### src/sv/sorted_list_insert_remove_macros.svh
// assertion helpers, sampled on clk and quiet during rst
`ifndef SORTED_LIST_INSERT_REMOVE_MACROS_SVH
`define SORTED_LIST_INSERT_REMOVE_MACROS_SVH

// condition holds at every edge
`define SLI_ASSERT_ALWAYS(lbl, cond) \
  lbl: assert property (@(posedge clk) disable iff (rst) (cond)) \
    else $error("sli assertion failed");

// antecedent implies consequent in the same cycle
`define SLI_ASSERT_IMPL(lbl, ante, cons) \
  lbl: assert property (@(posedge clk) disable iff (rst) (ante) |-> (cons)) \
    else $error("sli assertion failed");

// antecedent implies consequent in the next cycle
`define SLI_ASSERT_NEXT(lbl, ante, cons) \
  lbl: assert property (@(posedge clk) disable iff (rst) (ante) |=> (cons)) \
    else $error("sli assertion failed");

`endif

### src/sv/sli_pkg.sv
`default_nettype none

package sli_pkg;

  localparam int CAPACITY_DEF = 16;
  localparam int DATA_W       = 32;
  localparam int STATUS_W     = 2;
  localparam int ECOUNT_W     = 5;

  localparam logic [STATUS_W-1:0] ST_DONE      = 2'd0;
  localparam logic [STATUS_W-1:0] ST_FULL      = 2'd1;
  localparam logic [STATUS_W-1:0] ST_NOT_FOUND = 2'd2;

  localparam logic CMD_INSERT = 1'b0;
  localparam logic CMD_REMOVE = 1'b1;

  typedef struct packed {
    logic                idle;
    logic                done;
    logic [STATUS_W-1:0] status;
  } sli_result_t;

endpackage

`default_nettype wire

### src/sv/sli_engine.sv
`default_nettype none

module sli_engine #(
  parameter int CAPACITY = sli_pkg::CAPACITY_DEF,
  parameter int AW       = $clog2(CAPACITY),
  parameter int CW       = $clog2(CAPACITY + 1)
) (
  input  wire logic                            clk,
  input  wire logic                            rst,
  input  wire logic                            start,
  input  wire logic                            cmd,
  input  wire logic signed [sli_pkg::DATA_W-1:0] value,
  input  wire logic                            take,
  output sli_pkg::sli_result_t                 res,
  output logic [CW-1:0]                        count
);

  `include "sorted_list_insert_remove_macros.svh"

  localparam logic [1:0] S_IDLE  = 2'd0;
  localparam logic [1:0] S_RUN   = 2'd1;
  localparam logic [1:0] S_WRKEY = 2'd2;
  localparam logic [1:0] S_DONE  = 2'd3;

  logic [1:0]                            state;
  logic                                  op;
  logic signed [sli_pkg::DATA_W-1:0]     key;
  logic [AW-1:0]                         rd_addr;
  logic                                  issuing;
  logic                                  rd_vld;
  logic [AW-1:0]                         rd_idx;
  logic signed [sli_pkg::DATA_W-1:0]     rdata;
  logic                                  found;
  logic [AW-1:0]                         ins_pos;
  logic [sli_pkg::STATUS_W-1:0]          status;

  logic signed [sli_pkg::DATA_W-1:0]     mem [CAPACITY];

  logic                                  we;
  logic [AW-1:0]                         waddr;
  logic signed [sli_pkg::DATA_W-1:0]     wdata;
  logic [CW-1:0]                         cnt_m1;
  logic [AW-1:0]                         last_idx;
  logic                                  le_key;
  logic                                  eq_key;
  logic                                  issue_last;

  // shared compare unit
  assign le_key   = (rdata <= key);
  assign eq_key   = (rdata == key);
  assign cnt_m1   = count - CW'(1);
  assign last_idx = cnt_m1[AW-1:0];
  assign issue_last = (op == sli_pkg::CMD_INSERT) ? (rd_addr == '0) : (rd_addr == last_idx);

  always_comb begin
    we    = 1'b0;
    waddr = rd_idx;
    wdata = rdata;
    unique case (state)
      S_RUN: begin
        if (rd_vld) begin
          if (op == sli_pkg::CMD_INSERT) begin
            // shift toward the tail while the entry is not greater
            we    = le_key;
            waddr = rd_idx + AW'(1);
          end else begin
            // close the gap behind the removed entry
            we    = found;
            waddr = rd_idx - AW'(1);
          end
        end
      end
      S_WRKEY: begin
        we    = 1'b1;
        waddr = ins_pos;
        wdata = key;
      end
      default: begin
        we = 1'b0;
      end
    endcase
  end

  always_ff @(posedge clk) begin
    if (we) begin
      mem[waddr] <= wdata;
    end
    rdata  <= mem[rd_addr];
    rd_idx <= rd_addr;
  end

  always_ff @(posedge clk) begin
    if (rst) begin
      state   <= S_IDLE;
      count   <= '0;
      issuing <= 1'b0;
      rd_vld  <= 1'b0;
      found   <= 1'b0;
      status  <= sli_pkg::ST_DONE;
    end else begin
      unique case (state)
        S_IDLE: begin
          rd_vld <= 1'b0;
          if (start) begin
            key   <= value;
            op    <= cmd;
            found <= 1'b0;
            if (cmd == sli_pkg::CMD_INSERT) begin
              if (count == CW'(CAPACITY)) begin
                status <= sli_pkg::ST_FULL;
                state  <= S_DONE;
              end else if (count == '0) begin
                ins_pos <= '0;
                state   <= S_WRKEY;
              end else begin
                rd_addr <= last_idx;
                issuing <= 1'b1;
                state   <= S_RUN;
              end
            end else begin
              if (count == '0) begin
                status <= sli_pkg::ST_NOT_FOUND;
                state  <= S_DONE;
              end else begin
                rd_addr <= '0;
                issuing <= 1'b1;
                state   <= S_RUN;
              end
            end
          end
        end
        S_RUN: begin
          rd_vld <= issuing;
          if (issuing) begin
            if (issue_last) begin
              issuing <= 1'b0;
            end else if (op == sli_pkg::CMD_INSERT) begin
              rd_addr <= rd_addr - AW'(1);
            end else begin
              rd_addr <= rd_addr + AW'(1);
            end
          end
          if (rd_vld) begin
            if (op == sli_pkg::CMD_INSERT) begin
              if (!le_key) begin
                ins_pos <= rd_idx + AW'(1);
                issuing <= 1'b0;
                rd_vld  <= 1'b0;
                state   <= S_WRKEY;
              end else if (rd_idx == '0) begin
                ins_pos <= '0;
                issuing <= 1'b0;
                rd_vld  <= 1'b0;
                state   <= S_WRKEY;
              end
            end else begin
              if (eq_key) begin
                found <= 1'b1;
              end
              if (rd_idx == last_idx) begin
                issuing <= 1'b0;
                rd_vld  <= 1'b0;
                state   <= S_DONE;
                if (found || eq_key) begin
                  count  <= count - CW'(1);
                  status <= sli_pkg::ST_DONE;
                end else begin
                  status <= sli_pkg::ST_NOT_FOUND;
                end
              end
            end
          end
        end
        S_WRKEY: begin
          count  <= count + CW'(1);
          status <= sli_pkg::ST_DONE;
          state  <= S_DONE;
        end
        S_DONE: begin
          if (take) begin
            state <= S_IDLE;
          end
        end
        default: begin
          state <= S_IDLE;
        end
      endcase
    end
  end

  assign res.idle   = (state == S_IDLE);
  assign res.done   = (state == S_DONE);
  assign res.status = status;

  `SLI_ASSERT_ALWAYS(a_count_bound, count <= CW'(CAPACITY))
  `SLI_ASSERT_IMPL(a_read_in_run, rd_vld, state == S_RUN)
  `SLI_ASSERT_IMPL(a_full_on_insert, state == S_DONE && status == sli_pkg::ST_FULL,
                   op == sli_pkg::CMD_INSERT && count == CW'(CAPACITY))
  `SLI_ASSERT_NEXT(a_wrkey_grows, state == S_WRKEY, count == $past(count) + CW'(1))

endmodule

`default_nettype wire

### src/sv/sorted_list_insert_remove.sv
// channel  | handshake          | payload
// in       | in_valid/in_ready  | cmd, value
// out      | out_valid/out_ready| status, entry_count, is_empty
// result is registered once the walk ends, with one read and compare per entry visited:
// insert walks from the tail down to its slot, remove walks every stored entry; an insert
// into an empty list, an insert into a full list or a remove from an empty list needs no read
// in_ready is high only while the list walker is idle; the next item enters after the result
// a finished result sits in the output register; the next item may enter meanwhile
// rst is synchronous and empties the list
`default_nettype none

module sorted_list_insert_remove #(
  parameter int CAPACITY = sli_pkg::CAPACITY_DEF
) (
  input  wire logic                                clk,
  input  wire logic                                rst,
  input  wire logic                                in_valid,
  output logic                                     in_ready,
  input  wire logic                                cmd,
  input  wire logic signed [sli_pkg::DATA_W-1:0]   value,
  output logic                                     out_valid,
  input  wire logic                                out_ready,
  output logic [sli_pkg::STATUS_W-1:0]             status,
  output logic [sli_pkg::ECOUNT_W-1:0]             entry_count,
  output logic                                     is_empty
);

  localparam int AW = $clog2(CAPACITY);
  localparam int CW = $clog2(CAPACITY + 1);

  sli_pkg::sli_result_t res;
  logic [CW-1:0]        count;
  logic                 take;
  logic [31:0]          count_ext;

  assign in_ready  = res.idle;
  assign take      = !out_valid || out_ready;
  assign count_ext = 32'(count);

  sli_engine #(
    .CAPACITY (CAPACITY),
    .AW       (AW),
    .CW       (CW)
  ) u_engine (
    .clk   (clk),
    .rst   (rst),
    .start (in_valid && in_ready),
    .cmd   (cmd),
    .value (value),
    .take  (take),
    .res   (res),
    .count (count)
  );

  always_ff @(posedge clk) begin
    if (rst) begin
      out_valid <= 1'b0;
    end else if (res.done && take) begin
      out_valid   <= 1'b1;
      status      <= res.status;
      entry_count <= count_ext[sli_pkg::ECOUNT_W-1:0];
      is_empty    <= (count == '0);
    end else if (out_ready) begin
      out_valid <= 1'b0;
    end
  end

endmodule

`default_nettype wire

### config.mk
export PLATFORM = sky130hd
export DESIGN_NAME = sorted_list_insert_remove
export DESIGN_NICKNAME = d
export VERILOG_FILES = /design/src/sv/sli_pkg.sv /design/src/sv/sli_engine.sv /design/src/sv/sorted_list_insert_remove.sv
export VERILOG_INCLUDE_DIRS = /design/src /design/src/sv
export SDC_FILE = /design/constraint.sdc
export NUM_CORES = 1
export LEC_CHECK = 0
export BUFFER_PORTS_ARGS = -buffer_cell sky130_fd_sc_hd__clkbuf_2
export CORE_ASPECT_RATIO = 0.6
export CORE_MARGIN = 4
export CORE_UTILIZATION = 55
export DETAILED_ROUTE_END_ITERATION = 8
export HOLD_SLACK_MARGIN = 0.03
export PLACE_DENSITY = 0.76
export SETUP_SLACK_MARGIN = 0.02
export SYNTH_ARGS = -nofsm -noshare
export SYNTH_HDL_FRONTEND = slang
export SYNTH_SLANG_ARGS = --single-unit
### constraint.sdc
create_clock -name clk -period 5.1 [get_ports clk]
set_clock_uncertainty 0.05 [all_clocks]
set_input_delay 0 -clock clk [delete_from_list [all_inputs] [get_ports clk]]
set_output_delay 0 -clock clk [all_outputs]
set_load 0.05 [all_outputs]
Yosys cells after proc, flatten, opt, wreduce, memory -nomap -nowiden

Memories as Yosys holds them, arrays and structs flattened. A register that Yosys moved wholly into a read port is not among the register bits.
Index checks and enable logic that the tools add are counted.

Reduce and logical (&&, ||, !) cells: 22
Mux-type cells: 79
Equality and inequality tests: 27
Magnitude comparators: 1
Bitwise logic cells: 1
$add $sub $neg: 6

Operator list:

| operator                                         | count |
|---|---|
| two-way mux 4 bit                                | 18 |
| two-way mux 2 bit                                | 19 |
| == test 32 bit                                   | 1 |
| less-or-equal comparator 32 bit                  | 1 |
| two-way mux 32 bit                               | 1 |
| two-way mux 1 bit                                | 27 |
| case mux 4 bit (2 select lines)                  | 3 |
| two-way mux 5 bit                                | 4 |
| != test 2 x 1 -> 1 bit, second input constant    | 9 |
| AND reduction 5 bit                              | 3 |
| AND reduction 7 bit                              | 2 |
| != test 2 bit, second input constant             | 5 |
| case mux 5 bit (2 select lines)                  | 1 |
| != test 3 bit, second input constant             | 3 |
| AND reduction 9 bit                              | 1 |
| adder 4 x 1 -> 4 bit, second input constant      | 2 |
| == test 4 bit                                    | 2 |
| logical NOT 4 bit                                | 2 |
| case mux 1 bit (2 select lines)                  | 4 |
| case mux 2 bit (4 select lines)                  | 1 |
| subtractor 4 x 1 -> 4 bit, second input constant | 2 |
| case mux 2 bit (3 select lines)                  | 1 |
| AND reduction 3 bit                              | 2 |
| nonzero test 2 bit                               | 3 |
| 16 further kinds                                 | 19 |

Output and inout port bits: 10
Memories kept: 1
Register bits: 66
Logic and storage cells: 152
Memory bits (writable): 512
Bits of input ports: 37

Memories:

| memory       | words | bits a word | read ports | clocked after Yosys merged registers in | write ports | RTL line         | source |
|---|---|---|---|---|---|---|---|
| u_engine.mem | 16    | 32          | 1          | 1                                       | 1           | sli_engine.sv:37 | `logic signed [sli_pkg::DATA_W-1:0] mem [CAPACITY];` |

Longest topological paths before layout

Gate-level depths: netlist of the first run.

Depth in word-level cells: 10
Gate-level depth with buffers: 11
Gate-level depth less buffers: 10

Modules after synthesis

From an unflattened synthesis of the first run, not the netlist that was laid out.

Cell total of the unflattened synthesis: 1190
Area total of the unflattened synthesis: 24245.8 µm²

By module, submodules not included:

| module                    | instances | area each (µm²) | cells an instance | sequential area each (µm²) |
|---|---|---|---|---|
| sli_engine                | 1         | 23945.5         | 1174              | 17566.8 |
| sorted_list_insert_remove | 1         | 300.3           | 16                | 260.2 |

Worst setup path after synthesis of the first run

No wires, ideal clock.

Path type: reg2reg
From: register u_engine.key[31] (netlist bit)
To: memory u_engine.mem[7][0] (netlist bit), enable pin
Setup time: 461 ps
Stages on the path, launching flop included: 9
Setup slack: 480 ps
Arrival time: 4108 ps
Period minus slack after synthesis: 4620 ps
Cell sequence: edfxtp_1 > inv_1 > ha_1 > nand4_2 > or4_4 > a31oi_4 > or3_4 > a2111oi_4 > nor3_1

Longest elaborated chain between the ends: 6

RTL lines:

| item                                    | RTL line          | source |
|---|---|---|
| from (decl)                             | sli_engine.sv:27  | `logic signed [sli_pkg::DATA_W-1:0] key;` |
| from (signal assigned)                  | sli_engine.sv:105 | `key <= value;` |
| less-or-equal comparator 32 bit         | sli_engine.sv:49  | `assign le_key = (rdata <= key);` |
| two-way mux 1 bit                       | sli_engine.sv:62  | `if (op == sli_pkg::CMD_INSERT) begin` |
| two-way mux 1 bit                       | sli_engine.sv:61  | `if (rd_vld) begin` |
| case mux 1 bit (2 select lines)         | sli_engine.sv:59  | `unique case (state)` |
| two-way mux 1 bit                       | sli_engine.sv:85  | `if (we) begin` |
| two-way mux 1 bit (implied by the code) | sli_engine.sv:86  | `mem[waddr] <= wdata;` |
| to (decl)                               | sli_engine.sv:37  |  |

No other way between the ends.

Worst setup path after layout of the first run

From: register u_engine.key[31] (netlist bit)
To: memory u_engine.mem[13][24] (netlist bit), enable pin

The elaborated chain is that of the path after synthesis.

==> flow_summary.ini, run 1 <==
[status]
status = finished clean

[timing]
tightestPinTransition_ns = 1.183
setup_viol = 0
rsz0062_at_grt = false
timing.final.crit_share = 0.8165
hold_viol_final = 0
slew_headroom = 0.2095
tns_ns = 0
final_max_slew_viol_count = 0
period_needed_ns = 4.164
fmax_mhz = 240.1

[synthesis]
yosysUniqueCellTypes = 69
syn_area_um2 = 24260
ys.warnings.count = 0
async_flop_share = 0
synth.avg_cell_area_um2 = 20.51
synth_top_area_frac = 0.6943
ys_seq_area_frac = 0.7347
synthTopCellsByArea = edfxtp_1 69%, mux4_2 15%, dfxtp_1 4.0%
synthesis.nets = 1263
synth-edff-count = 561
yosys.area.top_type = edfxtp_1
synth-seq-cells = 610
postSynthCellCount = 1183
synth_ff_type = edfxtp_1

[cts]
cts_tree = built
cts_buffers = 52
clockBufferDepth = 3
h-tree-depth = 2
cts.sinks = 610
cts_resized = 0
cts.clk_slew.worst_paths_ns = 0.07
cts_root_buf = clkbuf_16
post-cts-setup-buffers = 0
cts_hold_buf = 38
clkLatencyLatePin_ns = 0.59

[power]
ir_worst_vdd_mv = 0.3561
power.density_nw_per_um2 = 520.5
leakage_nw = 9.042

[detailed_routing]
wirelength_um = 51730
dr_total_vias = 12029
drtIter0Drc = 1725
antenna_left = 0
drtPass1Iterations = 5
wl_per_cell_um = 26.96
remaining_drc_errors = 0
routed_via_density = 6.268

[global_routing]
grt_start_max_net_pins = 134
grt-busiest-layer = met1
met3_usage = 0.03983
grtUsageMet1 = 0.3446
grt_pass1_vias = 11934
antenna_found_initial = 0
grt_overflow = 0
grtUsageTotal = 0.2194
grt_pass1_wl_um = 77730
met2_usage = 0.3329

[min_path]
min_path_type = input pin to flop
min_path_cells = 2

[worst_setup_path]
path_delay_family = simple AND/OR/NAND/NOR gates
crit_fanout = 23
cpMaxStageDelayCell = a2111oi_4
crit_required_ns = 5.37
crit_chain = inv_1 > ha_1 > nand4_2 > nor3_1 > a22oi_1 > o211ai_1 > or3_4 > a2111oi_4 > nand4bb_1 > nor2_4 > buf_12
crit_cells = 11
r2r_cells = 11
cp.arrival_ns = 4.44
crit_buf_inv = 2
cp_slowest_stage_delay_ns = 0.64
worstSetupPathType = flop to flop
endpoint_kind = flop
crit_path_start_kind = flop

[die]
ios = 47
dieArea_um2 = 47650
die-height_um = 170.7
fp.dieW_um = 279.2
start_util = 0.5581
rows = 59
coreArea_um2 = 43480

[cells_and_area]
instances_no_fill = 1919
fill_cells = 2849
drive_above_1_share = 0.2948
antenna_cells = 0
nets = 1376
syn_to_final_growth_pct = 13.88

[placement]
post-place-cells = 1783
hpwl_um = 28880
io_buffer_count = 46
place_congestion = 0.8090

[flow_run]
drv_cap = 0
## stage by stage
| stage | cell area [µm²] | power [W] | hold slack [ns] | setup WS, ns | utilization |
|---|---|---|---|---|---|
| 5_1_grt | 27630 | 0.01500 | 0.05836 | 0.8426 | 0.6355 |
| 3_3_place_gp | 25480 | 0.01021 | 0.1307 | 1.208 | 0.5860 |
| 6_report | 27630 | 0.01438 | 0.07301 | 0.9358 | 0.6355 |
| 3_5_place_dp | 25480 | 0.01034 | 0.1286 | 1.028 | 0.5860 |
| 2_1_floorplan | 24260 | 0.009253 | 0.04887 | 0.4804 | - |
| 4_1_cts | 27630 | 0.01444 | 0.05133 | 0.9859 | 0.6355 |
## per-layer routing
metal	part of all wire	routed length, µm	vias to the layer above
li1	-	-	5098
met1	0.44	22520	6281
met2	0.46	24000	592
met3	0.087	4507	58
met4	0.014	708	0
met5	0	0	-
## worst paths after layout
check / startpoint / to / slack, ns
worst max-delay path: u_engine.key[31] / u_engine.mem[13][24] / 0.94
worst min-delay path: value[24] / u_engine.key[24] / 0.07
worst max register to register: u_engine.key[31] / u_engine.mem[13][24] / 0.94
worst min register to register: u_engine.status[1] / status[1] / 0.40
## power breakdown
group	total (W)	switching [W]	internal (W)	leakage, nW
clock	0.00409	0.00178	0.00231	0.868
combinational	0.00350	0.00217	0.00133	2.71
sequential	0.00679	0.000219	0.00657	5.46
total	0.0144	0.00417	0.0102	9.04
## worst register-to-register path: stages (launching register included)
cell and delay, ns:
edfxtp_1 0.37, inv_1 0.06, ha_1 0.39, nand4_2 0.24, nor3_1 0.09, a22oi_1 0.29, o211ai_1 0.35, or3_4 0.49
a2111oi_4 0.64, nand4bb_1 0.49, nor2_4 0.19, buf_12 0.23
## flip-flops by register name, indices dropped and copies added, names as in the netlist
register,flops
u_engine.mem,512
u_engine.key,32
u_engine.rdata,32
entry_count,5
u_engine.count,5
u_engine.ins_pos,4
u_engine.rd_addr,4
u_engine.rd_idx,4
status,2
u_engine.state,2
u_engine.status,2
is_empty,1
out_valid,1
u_engine.found,1
u_engine.issuing,1
u_engine.op,1
u_engine.rd_vld,1
## kinds of logic after synthesis
family	share of synthesized area
compound gates	0.02583
flops	0.7347
simple gates	0.02975
xor+xnor	0.006858
fa+ha+maj	0.02248
mux	0.1646
buf+inv	0.01573
## layout by cell type, fill, tap and decap left out, types with 4 or more instances in the layout
cell type and count:
mux4_2 160, nand2b_1 4, clkinvlp_4 5, dlygate4sd3_1 38
buf_4 18, mux2_2 33, clkbuf_1 8, nand2_1 30
and3_1 6, bufinv_16 6, nor3_1 8, nor4_1 4
clkbuf_8 4, clkbuf_2 46, a21oi_1 26, nand4_1 9
edfxtp_1 561, clkinv_2 15, clkbuf_16 54, a211oi_1 4
nor3_2 4, buf_12 11, nor2_1 24, xor2_1 9
nor2_4 13, ha_1 41, xnor2_1 10, dfxtp_1 49
inv_1 43, nand3_1 6, o21ai_0 14
## synthesized netlist by cell type, types with 4 or more instances
cell type  number
nand4_1         9
o21ai_0        14
nor2_1         37
buf_1          14
and3_1          6
mux4_2        160
nor3_1         12
xor2_1          9
nor4_1          4
xnor2_1        10
nand2_1        30
mux2_2         33
edfxtp_1      561
buf_2           7
inv_1          43
nand3_1         6
dfxtp_1        49
ha_1           42
a211oi_1        4
nand2b_1        4
a21oi_1        26
clkbuf_1       32
## cell type report
cell class | count | area [µm²] | share of cell area
multi-input cells | 475 | 6176 | 0.2235
flip-flops and latches | 610 | 17830 | 0.6451
inverters | 44 | 165.2 | 0.005977
well taps | 579 | 724.4 | 0.02622
repair buffers | 113 | 965.9 | 0.03496
clock inverters | 32 | 337.8 | 0.01223
clock buffers | 66 | 1436 | 0.05198
(Power assumes the default switching activity.)
==> inputs of run 2 (changes only) <==
ABC_AREA = 1   (was unset)
clock period = 4 ns   (was 5.1 ns; I/O delays follow)
==> run 2 against run 1 <==
- final area rose by 2.6%
- combinational power is 78% higher
- global-route usage is 2.4 points higher
- utilization shrank 0.19 points
- register-to-register slack worse by 0.59 ns
- maximum frequency rose by 14%
- first-iteration DRC count grew 25%
- largest cell class unchanged
- highest routed layer unchanged
==> flow_summary.ini, run 2 <==
[status]
status = finished clean

[cells_and_area]
top_regs = u_engine.mem (512), u_engine.key (32), u_engine.rdata (32)
layout_common_cells = 561 x edfxtp_1, 208 x nor2_1, 181 x o21ai_0
nets = 2015
drive_above_1_share = 0.1277
top_register = u_engine.mem
final_common_cell = edfxtp_1
post-route-util = 0.6336
syn_to_final_growth_pct = 14.04
antenna_cells = 0
largest_register_ffs = 512

[synthesis]
ys_seq_area_frac = 0.7171
syn_area_um2 = 24860
ys.warnings.count = 0
yosysMostFrequentCell = edfxtp_1
async_flop_share = 0
yosysUniqueCellTypes = 46
synth-seq-cells = 610
synth_top_area_frac = 0.6777
synthesis.nets = 1911
synthTopCellsByCount = 561 x edfxtp_1, 223 x nor2_1, 181 x o21ai_0
synth_ff_type = edfxtp_1
postSynthCellCount = 1831
yosys.area.top_type = edfxtp_1
synth.avg_cell_area_um2 = 13.58
synthTopCellsByArea = edfxtp_1 68%, mux2i_1 4.3%, dfxtp_1 3.9%
synth-edff-count = 561

[power]
leakage_nw = 10.02
ir_worst_vdd_mv = 0.5710
power.density_nw_per_um2 = 719.4
p_total_w = 0.02039

[worst_setup_path]
crit_path_start_kind = flop
crit_fanout = 20
worstSetupPathType = flop to flop
endpoint_kind = flop
r2r_cells = 15
cp.arrival_ns = 3.90
crit_required_ns = 4.24

[detailed_routing]
dr_total_vias = 15739
antenna_left = 0
wl_per_cell_um = 23.17
drtPass1Iterations = 6
wirelength_um = 59540
routed_via_density = 6.124
remaining_drc_errors = 0
drtIter0Drc = 2149

[cts]
clockBufferDepth = 3
cts_root_buf = clkbuf_16
cts.sinks = 610
clkLatencyLatePin_ns = 0.60
cts.clk_slew.worst_paths_ns = 0.06
h-tree-depth = 2
cts_resized = 0
cts_hold_buf = 38
post-cts-setup-buffers = 0
cts_buffers = 54
cts_tree = built

[timing]
tightestPinTransition_ns = 1.310
rsz0062_at_grt = false
fmax_mhz = 273.4
holdWs_ns = 0.06958
tns_ns = 0
setup_viol = 0
period_needed_ns = 3.658
final_max_slew_viol_count = 0
hold_viol_final = 0
timing.final.crit_share = 0.9144
slew_headroom = 0.1268

[placement]
place_congestion = 0.8670
hpwl_um = 33060
io_buffer_count = 46

[global_routing]
grt_pass1_wl_um = 91330
grt_overflow = 0
grt_pass1_vias = 15460
grtUsageTotal = 0.2436
grt_start_max_net_pins = 134
antenna_found_initial = 0

[die]
coreArea_um2 = 44740
start_util = 0.5556
rows = 60
fp.dieW_um = 282.5
dieArea_um2 = 48770
die-height_um = 172.7
ios = 47

[min_path]
min_path_type = input pin to flop
min_path_cells = 2

[flow_run]
drv_cap = 0
-- run 2: final cells by class --
| cell class | count | area, µm² |
|---|---|---|
| sequential | 610 | 17830 |
| fill | 3194 | 16390 |
| multi-input combinational | 1021 | 6325 |
| clock buffer | 77 | 1529 |
| timing repair buffer | 158 | 1291 |
| tap | 589 | 737.0 |
| inverter | 90 | 340.3 |
| clock inverter | 25 | 299.0 |
-- run 2: cell families (layout without fill, tap and decap cells) --
logic type / count (synthesis) / after routing / share of synthesized area
AO/OA/AOI/OAI: 393 / 393 / 0.1033
flip-flops: 610 / 610 / 0.7171
adder cells (fa/ha/maj): 43 / 43 / 0.02194
buffers and inverters: 200 / 350 / 0.03337
multiplexers: 107 / 107 / 0.04308
XOR/XNOR: 11 / 11 / 0.003875
AND/OR/NAND/NOR: 467 / 467 / 0.07731
-- run 2: metal layers --
layer / share of wire / vias up / GRT usage
met5: 0 / - / 0
met4: 0.021 / 0 / 0.05972
met3: 0.097 / 114 / 0.04480
met2: 0.46 / 802 / 0.3729
met1: 0.43 / 7758 / 0.3671
li1: - / 7065 / -
-- run 2: report_power, final --
group	switching, W	internal, W	total (W)
clock	0.00229	0.00306	0.00536
combinational	0.00436	0.00189	0.00624
sequential	0.000272	0.00852	0.00880
total	0.00692	0.0135	0.0204
-- run 2: critical path, stage by stage, from the launching register on --
cell and delay [ns]:
edfxtp_1 0.34, inv_1 0.06, ha_1 0.41, nand2_1 0.14, nor2_2 0.17, nand4_2 0.17
a21oi_1 0.25, nor2_1 0.11, nand2_1 0.08, nand2_1 0.07, nand4_1 0.08, nand3_1 0.08
nand2_1 0.09, nand2_2 0.40, nor2_4 0.58, buf_12 0.25
-- run 2: worst paths after layout --
check                                         from                  end  slack, ns
worst min register to register  u_engine.status[1]            status[1]       0.39
worst min-delay path                     value[21]     u_engine.key[21]       0.07
worst max-delay path              u_engine.key[31]  u_engine.mem[1][13]       0.34
worst max register to register    u_engine.key[31]  u_engine.mem[1][13]       0.34
-- run 2: metrics by stage --
step | worst slack (ns) | instance area (µm²) | instances
after floorplan | 0.4680 | 24860 | 1831
after detailed placement | 0.3931 | 26140 | 2430
final | 0.3424 | 28350 | 2570
after global routing | 0.1162 | 28350 | 2570
after global placement | 0.4648 | 26140 | 2430
after CTS | 0.3313 | 28350 | 2570
